File: src/rtl/sba_pkg.sv
package sba_pkg;

    // Operation codes carried in the operation field
    typedef enum logic [2:0] {
        OP_PUSH        = 3'd0,
        OP_POP         = 3'd1,
        OP_RESET_BUF   = 3'd2,
        OP_RESET_STATS = 3'd3,
        OP_RESET_BOTH  = 3'd4
    } op_t;

    // Result status codes
    typedef enum logic [1:0] {
        ST_OK       = 2'd0,
        ST_NO_SPACE = 2'd1,
        ST_POP_BIG  = 2'd2
    } status_t;

    // Sticky error flag bit positions
    localparam int FLAG_NO_SPACE  = 0;
    localparam int FLAG_POP_BIG   = 1;
    localparam int FLAG_LIMIT     = 2;
    localparam int FLAG_OVERFREE  = 3;
    localparam int FLAG_WIDTH     = 4;

    // Configuration register indexes
    localparam int CFG_INDEX_WIDTH = 2;
    localparam logic [CFG_INDEX_WIDTH-1:0] CFG_TOTAL_SPACE = 2'd0;
    localparam logic [CFG_INDEX_WIDTH-1:0] CFG_ALLOC_LIMIT = 2'd1;

    // Fixed register widths and reset values
    localparam int          LIMIT_WIDTH       = 15;
    localparam logic [31:0] TOTAL_SPACE_RESET = 32'd65536;
    localparam logic [LIMIT_WIDTH-1:0] ALLOC_LIMIT_RESET = 15'd100;

endpackage

File: src/rtl/stack_bump_allocator_core.sv
// Channel   Direction  Handshake            Payload
// input     in         in_valid/in_ready    operation, alloc_size
// result    out        out_valid/out_ready  status, offset, used_bytes, live_count,
//                                           count_high_peak, count_low_peak, error_flags
// config    in         cfg_we (no wait)     cfg_index, cfg_wdata
//
// One item per cycle sustained while results are taken: each transfer updates the
// allocator state in the same edge and loads the one-deep result register, so the
// next item sees the updated state at once; out_valid rises in the following cycle.
// A stalled result register still accepts a new item in the cycle it drains
// (in_ready = !out_valid || out_ready); otherwise the input side waits.
// Reset clears control state, statistics and restores the config defaults.
module stack_bump_allocator_core #(
    parameter int SPACE_WIDTH = 20,
    parameter int COUNT_WIDTH = 16,
    localparam int CFG_DATA_WIDTH =
        (SPACE_WIDTH > sba_pkg::LIMIT_WIDTH) ? SPACE_WIDTH : sba_pkg::LIMIT_WIDTH
) (
    input  logic                                clk,
    input  logic                                rst_n,
    // configuration write port
    input  logic                                cfg_we,
    input  logic [sba_pkg::CFG_INDEX_WIDTH-1:0] cfg_index,
    input  logic [CFG_DATA_WIDTH-1:0]           cfg_wdata,
    // input channel
    input  logic                                in_valid,
    output logic                                in_ready,
    input  logic [2:0]                          operation,
    input  logic [SPACE_WIDTH-1:0]              alloc_size,
    // result channel
    output logic                                out_valid,
    input  logic                                out_ready,
    output logic [1:0]                          status,
    output logic [SPACE_WIDTH-1:0]              offset,
    output logic [SPACE_WIDTH-1:0]              used_bytes,
    output logic signed [COUNT_WIDTH-1:0]       live_count,
    output logic [COUNT_WIDTH-2:0]              count_high_peak,
    output logic signed [COUNT_WIDTH-1:0]       count_low_peak,
    output logic [sba_pkg::FLAG_WIDTH-1:0]      error_flags
);
    import sba_pkg::*;

    localparam int CMP_WIDTH = (COUNT_WIDTH - 1 > LIMIT_WIDTH) ? COUNT_WIDTH - 1 : LIMIT_WIDTH;
    localparam logic signed [COUNT_WIDTH-1:0] CNT_MAX = {1'b0, {(COUNT_WIDTH-1){1'b1}}};
    localparam logic signed [COUNT_WIDTH-1:0] CNT_MIN = {1'b1, {(COUNT_WIDTH-1){1'b0}}};
    localparam logic [SPACE_WIDTH-1:0] TOTAL_RESET = TOTAL_SPACE_RESET[SPACE_WIDTH-1:0];

    // Configuration
    logic [SPACE_WIDTH-1:0] total_space_reg;
    logic [LIMIT_WIDTH-1:0] alloc_limit_reg;

    // Allocator state
    logic [SPACE_WIDTH-1:0]         used_reg, used_next;
    logic signed [COUNT_WIDTH-1:0]  count_reg, count_next;
    logic [COUNT_WIDTH-2:0]         high_peak_reg, high_peak_next;
    logic signed [COUNT_WIDTH-1:0]  low_peak_reg, low_peak_next;
    logic [FLAG_WIDTH-1:0]          flags_reg, flags_next;

    // Result register
    logic                   out_valid_reg;
    status_t                status_reg, status_next;
    logic [SPACE_WIDTH-1:0] offset_reg, offset_next;

    logic in_fire;
    logic push_fits;
    logic pop_fits;
    logic signed [COUNT_WIDTH-1:0] count_inc;
    logic signed [COUNT_WIDTH-1:0] count_dec;

    assign in_ready = !out_valid_reg || out_ready;
    assign in_fire  = in_valid && in_ready;

    // Space left is zero once the offset reaches or passes the buffer size,
    // so only a zero-size push fits then.
    assign push_fits = (used_reg < total_space_reg) ? (alloc_size <= total_space_reg - used_reg)
                                                    : (alloc_size == '0);
    assign pop_fits  = alloc_size <= used_reg;

    // Saturating count steps
    assign count_inc = (count_reg < CNT_MAX) ? count_reg + COUNT_WIDTH'(1) : count_reg;
    assign count_dec = (count_reg > CNT_MIN) ? count_reg - COUNT_WIDTH'(1) : count_reg;

    always_comb
    begin
        used_next      = used_reg;
        count_next     = count_reg;
        high_peak_next = high_peak_reg;
        low_peak_next  = low_peak_reg;
        flags_next     = flags_reg;
        status_next    = ST_OK;
        offset_next    = '0;
        unique case (op_t'(operation))
            OP_PUSH:
            begin
                if (push_fits)
                begin
                    offset_next = used_reg;
                    used_next   = used_reg + alloc_size;
                    count_next  = count_inc;
                    if (count_inc > $signed({1'b0, high_peak_reg}))
                    begin
                        high_peak_next = count_inc[COUNT_WIDTH-2:0];
                    end
                    // limit test sees the peak after this push
                    if (CMP_WIDTH'(high_peak_next) > CMP_WIDTH'(alloc_limit_reg))
                    begin
                        flags_next[FLAG_LIMIT] = 1'b1;
                    end
                end
                else
                begin
                    flags_next[FLAG_NO_SPACE] = 1'b1;
                    status_next = ST_NO_SPACE;
                end
            end
            OP_POP:
            begin
                if (pop_fits)
                begin
                    used_next  = used_reg - alloc_size;
                    count_next = count_dec;
                    if (count_dec < low_peak_reg)
                    begin
                        low_peak_next = count_dec;
                    end
                    if (low_peak_next < 0)
                    begin
                        flags_next[FLAG_OVERFREE] = 1'b1;
                    end
                end
                else
                begin
                    flags_next[FLAG_POP_BIG] = 1'b1;
                    status_next = ST_POP_BIG;
                end
            end
            OP_RESET_BUF:
            begin
                used_next  = '0;
                count_next = '0;
            end
            OP_RESET_STATS:
            begin
                high_peak_next = '0;
                low_peak_next  = '0;
                flags_next     = '0;
            end
            OP_RESET_BOTH:
            begin
                used_next      = '0;
                count_next     = '0;
                high_peak_next = '0;
                low_peak_next  = '0;
                flags_next     = '0;
            end
            default:
            begin
                // unknown codes leave the state alone and report ok
            end
        endcase
    end

    // Configuration writes; indexes past the list are dropped
    always_ff @(posedge clk or negedge rst_n)
    begin
        if (!rst_n)
        begin
            total_space_reg <= TOTAL_RESET;
            alloc_limit_reg <= ALLOC_LIMIT_RESET;
        end
        else if (cfg_we)
        begin
            if (cfg_index == CFG_TOTAL_SPACE)
            begin
                total_space_reg <= cfg_wdata[SPACE_WIDTH-1:0];
            end
            else if (cfg_index == CFG_ALLOC_LIMIT)
            begin
                alloc_limit_reg <= cfg_wdata[LIMIT_WIDTH-1:0];
            end
        end
    end

    // Advance the allocator state on every input transfer
    always_ff @(posedge clk or negedge rst_n)
    begin
        if (!rst_n)
        begin
            used_reg      <= '0;
            count_reg     <= '0;
            high_peak_reg <= '0;
            low_peak_reg  <= '0;
            flags_reg     <= '0;
        end
        else if (in_fire)
        begin
            used_reg      <= used_next;
            count_reg     <= count_next;
            high_peak_reg <= high_peak_next;
            low_peak_reg  <= low_peak_next;
            flags_reg     <= flags_next;
        end
    end

    // Result valid: set on input transfer, drop once the result is taken
    always_ff @(posedge clk or negedge rst_n)
    begin
        if (!rst_n)
        begin
            out_valid_reg <= 1'b0;
        end
        else if (in_fire)
        begin
            out_valid_reg <= 1'b1;
        end
        else if (out_ready)
        begin
            out_valid_reg <= 1'b0;
        end
    end

    // Result payload: load with the transfer, hold while stalled
    always_ff @(posedge clk)
    begin
        if (in_fire)
        begin
            status_reg <= status_next;
            offset_reg <= offset_next;
        end
    end

    // The remaining result fields are the state just written
    assign out_valid       = out_valid_reg;
    assign status          = status_reg;
    assign offset          = offset_reg;
    assign used_bytes      = used_reg;
    assign live_count      = count_reg;
    assign count_high_peak = high_peak_reg;
    assign count_low_peak  = low_peak_reg;
    assign error_flags     = flags_reg;

endmodule

File: config.mk
export PLATFORM = sky130hd
export DESIGN_NAME = stack_bump_allocator_core
export DESIGN_NICKNAME = d
export VERILOG_FILES = /design/src/rtl/sba_pkg.sv /design/src/rtl/stack_bump_allocator_core.sv
export SDC_FILE = /design/constraint.sdc
export NUM_CORES = 1
export LEC_CHECK = 0
export BUFFER_PORTS_ARGS = -buffer_cell sky130_fd_sc_hd__buf_2
export CORE_ASPECT_RATIO = 1.4
export CORE_UTILIZATION = 35
export DETAILED_ROUTE_END_ITERATION = 8
export GPL_TIMING_DRIVEN = 0
export SYNTH_ARGS = -nofsm -noshare
export SYNTH_HDL_FRONTEND = slang
export SYNTH_SLANG_ARGS = --single-unit
File: constraint.sdc
create_clock -name clk -period 14.1 [get_ports clk]
set_input_delay 0.705 -clock clk [delete_from_list [all_inputs] [get_ports clk]]
set_output_delay 0.705 -clock clk [all_outputs]
set_load 0.005 [all_outputs]
; Word level (Yosys, flattened, before mapping)
; Cells that the tools add are included.
[totals]
regBits = 129
elab_cells = 95
output_inout_bits = 95
[classes]
bitwise_logic = 1
n_reduce_logical = 22
muxes = 34
n_eq_ne = 11
n_lt_le_gt_ge = 9
add_sub_neg = 5
[ops]
columns = cell, count
row1 = 2-to-1 mux 16 bit, 8
row2 = 2-to-1 mux 15 bit, 4
row3 = case mux 20 bit (3 select lines), 1
row4 = case mux 16 bit (3 select lines), 1
row5 = <= comparator 20 bit, 2
row6 = 2-to-1 mux 20 bit, 2
row7 = subtractor 20 bit, 2
row8 = case mux 16 bit (2 select lines), 1
row9 = case mux 15 bit (2 select lines), 1
row10 = adder 20 bit, 1
row11 = logical NOT 20 bit, 1
row12 = < comparator 20 bit, 1
row13 = "adder 16 x 2 -> 16 bit, second input constant", 1
row14 = > comparator 16 bit, 1
row15 = "> comparator 16 bit, second input constant", 1
row16 = "< comparator 16 x 1 -> 1 bit, second input constant", 1
row17 = < comparator 16 bit, 1
row18 = "< comparator 16 bit, second input constant", 1
row19 = "subtractor 16 x 2 -> 16 bit, second input constant", 1
row20 = > comparator 15 bit, 1
row21 = AND reduction 3 bit, 5
row22 = "!= test 2 bit, second input constant", 6
row23 = AND reduction 4 bit, 3
row24 = 2-to-1 mux 1 bit, 10
row25 = other kinds (17), 25

; Logic depth before layout (Yosys ltp)
; Gate-level depths: netlist of the first run.
[logic_depth]
ltp_word = 10
depth_mapped = 28
mapped_depth_nobuf = 26

; Worst setup path before layout of the first run
; No wires, ideal clock.
[synth_path]
path_type = flip-flop to flip-flop
startpoint = register count_reg[11] (netlist: live_count[11])
endpoint = register flags_reg[2] (netlist: error_flags[2])
period_less_slack_ps = 4997
arrival_time_ps = 4873
t_required_ps = 13976
path_stages_with_launch = 29
path_buffers = 2
setup_ps = 124
slack_ps = 9103
path_cell_list = dfrtp_1 -> clkbuf_1 -> nand4_1 -> nor3_1 -> a31oi_1 -> nand3_1 -> nor3_1 -> xnor2_1 -> inv_1 -> ha_1 -> nand2_1 -> nor4_1 -> a2111oi_0 -> o21ai_0 -> a31oi_1 -> nor2_1 -> buf_4 -> mux2i_1 -> inv_1 -> ha_1 -> nor2b_1 -> o21a_1 -> o21a_1 -> o21ai_0 -> a21oi_1 -> o21ai_0 -> a22oi_1 -> a41oi_1 -> nor2_1
[synth_between]
elab_chain_cells = 9
elab_cells_between_ends = 10
[synth_lines]
columns = item, line_no
row1 = "start, declared", stack_bump_allocator_core.sv:54  ; logic signed [COUNT_WIDTH-1:0] count_reg, count_next;
row2 = "start signal, assigned", stack_bump_allocator_core.sv:198  ; count_reg <= count_next;
row3 = adder 16 x 2 -> 16 bit or < comparator 16 bit (tied branches), stack_bump_allocator_core.sv:80  ; assign count_inc = (count_reg < CNT_MAX) ? count_reg + COUNT_WIDTH'(1) : count_reg;
row4 = 2-to-1 mux 16 bit (*), stack_bump_allocator_core.sv:80
row5 = > comparator 16 bit, stack_bump_allocator_core.sv:100  ; if (count_inc > $signed({1'b0, high_peak_reg}))
row6 = 2-to-1 mux 15 bit (*), stack_bump_allocator_core.sv:100
row7 = 2-to-1 mux 15 bit (*), stack_bump_allocator_core.sv:95  ; if (push_fits)
row8 = 2-to-1 mux 15 bit (*), stack_bump_allocator_core.sv:92  ; unique case (op_t'(operation))
row9 = > comparator 15 bit (*), stack_bump_allocator_core.sv:105  ; if (CMP_WIDTH'(high_peak_next) > CMP_WIDTH'(alloc_limit_reg))
row10 = != test 2 bit (no source line) (*), --
row11 = AND reduction 4 bit (no source line) (*), --
row12 = "end signal, assigned", stack_bump_allocator_core.sv:201  ; flags_reg <= flags_next;
row13 = "end, declared", stack_bump_allocator_core.sv:57  ; logic [FLAG_WIDTH-1:0] flags_reg, flags_next;
; Mark *: on every way between the ends. The rest lies on a longest branch, timed or not. The select of a mux whose other input is x is not followed.
; A chain may end at the register's enable or synchronous reset.

; Final worst setup path of the first run
; Same ends and word-level chain as after synthesis.

==> results of run 1 <==
-- through the flow --
step / cell area, µm² / util (%)
2_1_floorplan: 10600 / -
3_3_place_gp: 11800 / 39.6
3_5_place_dp: 11800 / 39.7
4_1_cts: 12400 / 41.7
5_1_grt: 12400 / 41.7
6_report: 12400 / 41.7
-- metal layers --
metal / vias up / part of all wire, % / wire length [µm]
li1: 4739 / - / -
met1: 4726 / 40 / 14200
met2: 326 / 50 / 17900
met3: 78 / 4.6 / 1650
met4: 0 / 5.6 / 2000
met5: - / 0 / 0
-- logic make-up after synthesis --
kind of cell	Yosys count	synth area share, %
simple gates	344	15.8
xor+xnor	46	3.80
compound gates	329	20.8
buf+inv	193	7.15
mux	52	5.34
fa+ha+maj	130	15.5
flops	129	31.5
-- critical path: cells and delay by family (launching register included) --
kind            cells  cell delay (ns)
flops               1             0.36
compound gates     12             2.36
simple gates        8             1.45
xor+xnor            1             0.35
buf+inv             3             0.68
mux                 1             0.20
fa+ha+maj           2             0.61
-- path summary, 6_finish.rpt --
kind                       cells past startpoint            from             endpoint
min                                            1           rst_n  count_high_peak[12]
min reg2reg                                    2  error_flags[1]       error_flags[1]
max reg2reg                                   27  live_count[11]       error_flags[2]
max in group asynchronous                      2           rst_n  total_space_reg[16]
max                                           27  live_count[11]       error_flags[2]
min in group clk                               2        in_valid            out_valid
-- power groups by stage --
stage               sequential, mW  combinational, mW  clock (mW)
floorplan                    0.580               1.30           0
global placement             0.608               1.79           0
detailed placement           0.610               1.83           0
CTS                          0.604               1.85       0.476
global route                 0.617               2.08       0.493
finish                       0.603               1.86       0.469
-- cell usage after synthesis (all sizes together), types with 16 or more instances --
cell type / n / share of area (%)
clkbuf: 43 / 1.5
nand2b: 20 / 1.2
nand2: 93 / 3.3
nor2: 79 / 2.8
xor2: 16 / 1.3
o21ai: 75 / 3.5
nor4: 16 / 1.1
ha: 127 / 15
edfxtp: 22 / 6.2
inv: 134 / 4.7
mux2: 37 / 3.9
o31ai: 27 / 2.2
nand4: 19 / 1.1
a21o: 16 / 1.1
nor3: 37 / 1.7
xnor2: 30 / 2.5
dfrtp: 103 / 24
nand3: 35 / 1.7
a21oi: 77 / 3.6
-- final cells by class --
class                      instances  share of cell area, %
timing repair buffer             145                   6.06
sequential                       129                   26.9
clock buffer                      20                   3.76
buffer                            58                   2.02
tap                              385                   3.87
inverter                         135                   4.07
multi-input combinational        901                   52.2
clock inverter                    12                   1.13
==> qor.txt, run 1 <==
OUTCOME
---------------------------------------------------------------------------------
Run status ......................................................... finished clean

GLOBAL ROUTING
---------------------------------------------------------------------------------
Total gr overflow ..................................................            0
First-pass GRT wire length .........................................      55.1 mm
Total routing resource utilization after global routing ............        23.6%
GR Layer Usage met1 ................................................        27.4%
Antenna violations before repair ...................................            0
Via count of the first global-routing pass .........................         9800
Met2 usage .........................................................        40.9%
Maximum number of pins on one net before global-route repair .......           78
Layer carrying the most global-route usage .........................         met2
Met3 track demand over resource ....................................        3.00%

DETAILED ROUTING
---------------------------------------------------------------------------------
Vias after detailed routing ........................................         9869
Remaining antenna violation count ..................................            0
DR pass1 iterations ................................................            6
Average wire per cell in the routed design .........................      20.0 µm
DRC violation count after routing ..................................            0
Via density per instance ...........................................         5.53
First-iteration detailed-routing DRC count .........................          574
Total wire length ..................................................      35.7 mm

CLOCKING
---------------------------------------------------------------------------------
Maximum buffer depth of the clock tree .............................            2
Root Driver ........................................................ sky130_fd_sc_hd__clkbuf_16
Number of buffers inserted during clock tree synthesis .............           17
Resized Gates After CTS ............................................            0
Register clock-pin slew on the reported worst setup and hold paths .      0.07 ns
Number of buffers added for setup after CTS ........................            0
Number of H-tree levels ............................................            4
TritonCTS clock tree ...............................................        built
Clock insertion delay at the later pin of the skew report ..........      0.44 ns
Total clock sinks ..................................................          129
Quantity of hold-fixing buffers added after cts ....................            0

FINISH
---------------------------------------------------------------------------------
Storage cell area ..................................................     3340 µm²
N_diodes ...........................................................            0
Number of cells in the finished layout apart from fillers ..........         1785
Net count of the finished layout ...................................         1567
Combined area of the multi-input logic cells .......................     6500 µm²
Area Overhead vs Synth .............................................        17.4%
Number of fill cells in the layout .................................         3092
Commonest cells after routing, fill and taps aside ................. 155 x sky130_fd_sc_hd__buf_2, 134 x sky130_fd_sc_hd__inv_1, 127 x sky130_fd_sc_hd__ha_1, 103 x sky130_fd_sc_hd__dfrtp_1, 93 x sky130_fd_sc_hd__nand2_1
Leading cell type in the layout, fill and taps excluded ............ sky130_fd_sc_hd__buf_2
Share of post-route cells with drive strength above 1 ..............        17.9%

TIMING
---------------------------------------------------------------------------------
Worst-case setup margin in the final layout ........................      7.95 ns
Final total negative setup slack ...................................         0 ns
Max-slew violations ................................................            0
Worst clock skew ...................................................    0.0107 ns
Setup Viol. Count Final ............................................            0
Final worst path period share ......................................        43.6%
Final critical path time including I/O delays and setup ............      6.15 ns
Hold Fails Final Rpt ...............................................            0
Tightest Pin Transition ............................................      1.16 ns
Headroom to the max-slew limit .....................................        22.2%
Setup repair after global routing missed its margin ................           no
Hold Worst Slack ...................................................     0.146 ns
Maximum clock frequency ............................................      163 MHz

SETUP PATH
---------------------------------------------------------------------------------
Required arrival time at the worst endpoint ........................     14.41 ns
Critical-path cell with the highest stage delay .................... sky130_fd_sc_hd__nor3_1
Peak per-stage delay on the critical path ..........................      0.48 ns
Highest fanout seen on the critical path ...........................           10
Crit start category ................................................     register
R2r setup slk ......................................................      7.95 ns
Start-to-end type of the worst setup path ..........................      reg2reg
Data arrival time at the worst-slack endpoint ......................      6.46 ns
Kind of end point of the critical path .............................     register

YOSYS
---------------------------------------------------------------------------------
Total nets after synthesis .........................................         1403
Cell Area, Synth ...................................................    10600 µm²
Primary FF master, synth ........................................... sky130_fd_sc_hd__dfrtp_1
Synthesis warning total ............................................            0
FFs w/ async S/R, synth ............................................        82.9%
Cell count after synthesis .........................................         1223
Synthesis-stage register bit count .................................          129
Average size of a mapped cell ......................................     8.67 µm²
Number of flops mapped to enable cells by yosys ....................           22
Sequential fraction of the synthesis area ..........................        31.5%
Distinct cell type count after synthesis ...........................           74

DIE
---------------------------------------------------------------------------------
Initial core utilization ...........................................        35.5%
# rows .............................................................           75
Die height .........................................................       208 µm
Horiz. Die Dim .....................................................       149 µm
CORE AREA ..........................................................    29800 µm²
Number of top-level design ports ...................................          145
Die Area ...........................................................    31000 µm²

POWER AND IR DROP
---------------------------------------------------------------------------------
Switching Power ....................................................      1.42 mW
Clock network fraction of design power .............................        16.0%
Worst IR Drop VDD ..................................................    0.0796 mV
Power after layout .................................................      2.93 mW
Portion of total power attributed to sequential cells ..............        20.6%
Power density over the cells .......................................   235 nW/µm²
Leakage power of the design ........................................      5.73 nW
Design internal power ..............................................      1.51 mW
Gate power share ...................................................        63.4%
Proportion of total power due to net switching .....................        48.4%

PLACED DESIGN
---------------------------------------------------------------------------------
Hpwl dp ............................................................      28.4 mm
Post-Place Cells ...................................................         1753
Setup slack at placement ...........................................      8.06 ns
Quantity of I/O buffers inserted on ports ..........................          144
Final estimated routing congestion in global placement .............        0.924

MIN PATH
---------------------------------------------------------------------------------
Min-Delay Path Class ...............................................     in2async

FLOW RUN
---------------------------------------------------------------------------------
Max-cap violations .................................................            0

No activity file was read; power rests on OpenSTA's default activity.
==> run 2: changes to the inputs <==
ABC_AREA = 1   (was default)
clock period = 5.9 ns   (was 14.1 ns; I/O delays follow)
==> run 2 against run 1 <==
Compared with the run above:
- combinational power grew to 2.5 times the previous value
- design area rose by 5.5%
- non-clock buffer count is 11 lower
- count of clock-buffer cells in the layout decreased by 3
- global-route usage is 0.38 points higher
- flip-flop and latch count did not move
- critical path depth up 2
- power up 150%
- critical path type unchanged
- critical endpoint is now live_count[15]
- highest routed layer unchanged
==> qor.txt, run 2 <==
OUTCOME
---------------------------------------------------------------------------------
Run status ......................................................... finished clean   unchanged

TIMING
---------------------------------------------------------------------------------
Final critical path time including I/O delays and setup ............      5.29 ns   was 6.15 ns
Setup Viol. Count Final ............................................            0   unchanged
Final total negative setup slack ...................................         0 ns   unchanged
Maximum clock frequency ............................................      189 MHz   was 163 MHz
Worst clock skew ...................................................    0.0172 ns   was 0.0107 ns
Max-slew violations ................................................            0   unchanged
Tightest Pin Transition ............................................      1.10 ns   was 1.16 ns
Headroom to the max-slew limit .....................................        26.8%   was 22.2%
Final worst path period share ......................................        89.7%   was 43.6%
Hold Fails Final Rpt ...............................................            0   unchanged
Hold Worst Slack ...................................................    0.0780 ns   was 0.146 ns

SETUP PATH
---------------------------------------------------------------------------------
Crit start category ................................................     register   unchanged
Start-to-end type of the worst setup path ..........................      reg2reg   unchanged
Required arrival time at the worst endpoint ........................      6.26 ns   was 14.41 ns
Highest fanout seen on the critical path ...........................           10   unchanged
Data arrival time at the worst-slack endpoint ......................      5.65 ns   was 6.46 ns
Critical-path cell with the highest stage delay .................... sky130_fd_sc_hd__dfrtp_1   was sky130_fd_sc_hd__nor3_1
Cell occurring most often along the worst timing path .............. sky130_fd_sc_hd__nand2_1
Kind of end point of the critical path .............................     register   unchanged
Peak per-stage delay on the critical path ..........................      0.49 ns   was 0.48 ns

FINISH
---------------------------------------------------------------------------------
Share of post-route cells with drive strength above 1 ..............        17.1%   was 17.9%
Commonest cells after routing, fill and taps aside ................. 263 x sky130_fd_sc_hd__nand2_1, 246 x sky130_fd_sc_hd__inv_1, 160 x sky130_fd_sc_hd__buf_2, 143 x sky130_fd_sc_hd__nor2_1, 140 x sky130_fd_sc_hd__a21oi_1   was 155 x sky130_fd_sc_hd__buf_2, 134 x sky130_fd_sc_hd__inv_1, 127 x sky130_fd_sc_hd__ha_1, 103 x sky130_fd_sc_hd__dfrtp_1, 93 x sky130_fd_sc_hd__nand2_1
N_diodes ...........................................................            0   unchanged
Final Util .........................................................        41.6%   was 41.7%
Number of fill cells in the layout .................................         3340   was 3092
Area Overhead vs Synth .............................................        16.6%   was 17.4%
Leading cell type in the layout, fill and taps excluded ............ sky130_fd_sc_hd__nand2_1   was sky130_fd_sc_hd__buf_2
Post-layout instance area ..........................................    13100 µm²   was 12400 µm²
Number of cells in the finished layout apart from fillers ..........         2119   was 1785
Net count of the finished layout ...................................         1891   was 1567

POWER AND IR DROP
---------------------------------------------------------------------------------
Switching Power ....................................................      3.84 mW   was 1.42 mW
Design internal power ..............................................      3.47 mW   was 1.51 mW
Leakage power of the design ........................................      6.74 nW   was 5.73 nW
Gate power share ...................................................        64.5%   was 63.4%
Clock network fraction of design power .............................        15.0%   was 16.0%
Worst IR Drop VDD ..................................................     0.201 mV   was 0.0796 mV
Portion of total power attributed to sequential cells ..............        20.5%   was 20.6%
Proportion of total power due to net switching .....................        52.5%   was 48.4%
Power density over the cells .......................................   557 nW/µm²   was 235 nW/µm²

YOSYS
---------------------------------------------------------------------------------
Primary FF master, synth ........................................... sky130_fd_sc_hd__dfrtp_1   unchanged
Leading cell type by number of instances after synthesis ........... sky130_fd_sc_hd__nand2_1   was sky130_fd_sc_hd__inv_1
Synthesis-stage register bit count .................................          129   unchanged
Distinct cell type count after synthesis ...........................           58   was 74
Number of flops mapped to enable cells by yosys ....................           22   unchanged
Largest area contributor in the synthesized netlist ................ sky130_fd_sc_hd__dfrtp_1   unchanged
Average size of a mapped cell ......................................     7.28 µm²   was 8.67 µm²
Total nets after synthesis .........................................         1726   was 1403
Most area-consuming cells after synthesis .......................... sky130_fd_sc_hd__dfrtp_1 23%, sky130_fd_sc_hd__ha_1 14%, sky130_fd_sc_hd__nand2_1 8.8%   was sky130_fd_sc_hd__dfrtp_1 24%, sky130_fd_sc_hd__ha_1 15%, sky130_fd_sc_hd__edfxtp_1 6.2%
Most common library cells after synthesis .......................... 263 x sky130_fd_sc_hd__nand2_1, 246 x sky130_fd_sc_hd__inv_1, 143 x sky130_fd_sc_hd__nor2_1, 140 x sky130_fd_sc_hd__a21oi_1, 127 x sky130_fd_sc_hd__ha_1   was 134 x sky130_fd_sc_hd__inv_1, 127 x sky130_fd_sc_hd__ha_1, 103 x sky130_fd_sc_hd__dfrtp_1, 93 x sky130_fd_sc_hd__nand2_1, 79 x sky130_fd_sc_hd__nor2_1
Sequential fraction of the synthesis area ..........................        29.7%   was 31.5%
Synthesis warning total ............................................            0   unchanged
Share of the synthesized area in the top cell type .................        22.9%   was 24.3%
Cell count after synthesis .........................................         1546   was 1223
Cell Area, Synth ...................................................    11300 µm²   was 10600 µm²
FFs w/ async S/R, synth ............................................        82.9%   unchanged

GLOBAL ROUTING
---------------------------------------------------------------------------------
Total routing resource utilization after global routing ............        24.0%   was 23.6%
Total gr overflow ..................................................            0   unchanged
Maximum number of pins on one net before global-route repair .......           87   was 78
First-pass GRT wire length .........................................      60.2 mm   was 55.1 mm
Antenna violations before repair ...................................            0   unchanged
Via count of the first global-routing pass .........................        10.9k   was 9800

DETAILED ROUTING
---------------------------------------------------------------------------------
Remaining antenna violation count ..................................            0   unchanged
Via density per instance ...........................................         5.23   was 5.53
DRC violation count after routing ..................................            0   unchanged
DR pass1 iterations ................................................            7   was 6
Vias after detailed routing ........................................        11.1k   was 9869
First-iteration detailed-routing DRC count .........................          526   was 574
Average wire per cell in the routed design .........................      18.4 µm   was 20.0 µm
Total wire length ..................................................      39.0 mm   was 35.7 mm

DIE
---------------------------------------------------------------------------------
Initial core utilization ...........................................        35.6%   was 35.5%
Number of top-level design ports ...................................          145   unchanged
CORE AREA ..........................................................    31600 µm²   was 29800 µm²
Die Area ...........................................................    32900 µm²   was 31000 µm²
Horiz. Die Dim .....................................................       154 µm   was 149 µm
Die height .........................................................       214 µm   was 208 µm
# rows .............................................................           77   was 75

CLOCKING
---------------------------------------------------------------------------------
Root Driver ........................................................ sky130_fd_sc_hd__clkbuf_16   unchanged
Number of buffers inserted during clock tree synthesis .............           17   unchanged
Clock insertion delay at the later pin of the skew report ..........      0.45 ns   was 0.44 ns
Register clock-pin slew on the reported worst setup and hold paths .      0.07 ns   about the same
Maximum buffer depth of the clock tree .............................            2   unchanged
Total clock sinks ..................................................          129   unchanged
TritonCTS clock tree ...............................................        built   unchanged
Number of H-tree levels ............................................            4   unchanged

MIN PATH
---------------------------------------------------------------------------------
Min-Delay Path Class ...............................................       in2reg   was in2async

PLACED DESIGN
---------------------------------------------------------------------------------
Post-Place Cells ...................................................         2086   was 1753
Hpwl dp ............................................................      31.5 mm   was 28.4 mm
Placed cell area ...................................................    12500 µm²   was 11800 µm²
Quantity of I/O buffers inserted on ports ..........................          144   unchanged
Final estimated routing congestion in global placement .............        0.988   was 0.924

FLOW RUN
---------------------------------------------------------------------------------
Max-cap violations .................................................            0   unchanged

==> run 2: changes by cell type in the layout (fill, tap and decap cells not counted), sizes merged, moves of 32 or more <==
cell   before  now
o21ai      75  149
inv       140  260
nand3      35   86
a21oi      77  140
nor2       79  150
nand2      93  284
mux2       37    5
==> run 2: kinds of logic after synthesis <==
| kind of cell | Yosys count | share of synthesized area (%) |
|---|---|---|
| AO/OA/AOI/OAI | 346 | 17.5 |
| XOR/XNOR | 45 | 3.50 |
| adder cells (fa/ha/maj) | 130 | 14.6 |
| buffers and inverters | 300 | 10.8 |
| flip-flops | 129 | 29.7 |
| multiplexers | 5 | 0.500 |
| AND/OR/NAND/NOR | 591 | 23.4 |
==> run 2: metrics by stage <==
stage | worst slack (ns) | power, mW
after floorplan | 1.75 | 4.74
after global placement | 0.723 | 6.10
after detailed placement | 0.629 | 6.18
after CTS | 0.581 | 7.32
after global routing | -0.0195 | 8.03
final | 0.609 | 7.32
==> run 2: worst max-delay path: cells and delay by family (launching register included) <==
family,cells,cell delay (ns)
AO/OA/AOI/OAI,9,1.63
AND/OR/NAND/NOR,14,1.67
adder cells (fa/ha/maj),2,0.67
buffers and inverters,4,0.75
flip-flops,1,0.49
==> run 2: per-layer routing <==
metal  vias up  routed length [µm]  global-route usage, %
met5         -                   0                      0
met3        77                1830                   3.17
met4         0                1400                   10.1
met2       325               19700                   42.8
li1       5452                   -                      -
met1      5219               16000                   28.6
==> run 2: area by class of cell <==
cell class | count | area [µm²] | area share (%)
Tap cell | 395 | 494 | 3.76
Sequential cell | 129 | 3340 | 25.5
Inverter | 254 | 956 | 7.28
Clock inverter | 15 | 184 | 1.40
Multi-Input combinational cell | 1117 | 6710 | 51.1
Buffer | 46 | 255 | 1.94
Timing Repair Buffer | 146 | 764 | 5.82
Clock buffer | 17 | 425 | 3.24
==> run 2: path summary, 6_finish.rpt <==
kind                       cells after the start                start             endpoint  slack [ns]
max                                           29        used_bytes[2]       live_count[15]        0.61
min                                            2        cfg_wdata[15]  total_space_reg[15]        0.08
max reg2reg                                   29        used_bytes[2]       live_count[15]        0.61
min reg2reg                                    2  alloc_limit_reg[13]  alloc_limit_reg[13]        0.49
max in group asynchronous                      3                rst_n  total_space_reg[16]        4.86
min in group asynchronous                      2                rst_n    count_low_peak[7]        0.28
==> run 2: power groups by stage <==
stage          clock [mW]  combinational (mW)  sequential [mW]
2_1_floorplan           0                3.31             1.43
3_3_place_gp            0                4.59             1.51
3_5_place_dp            0                4.66             1.51
4_1_cts              1.12                4.70             1.50
5_1_grt              1.15                5.35             1.54
6_report             1.10                4.72             1.50
==> run 2: repair_timing <==
action / 4_1_cts / 5_1_grt
hold buffers: 1 / 0
setup endpoints to repair: 0 / 30
buffers inserted: 0 / 0
endpoints found under the hold margin: 21 / 0
resized for setup: 0 / 1
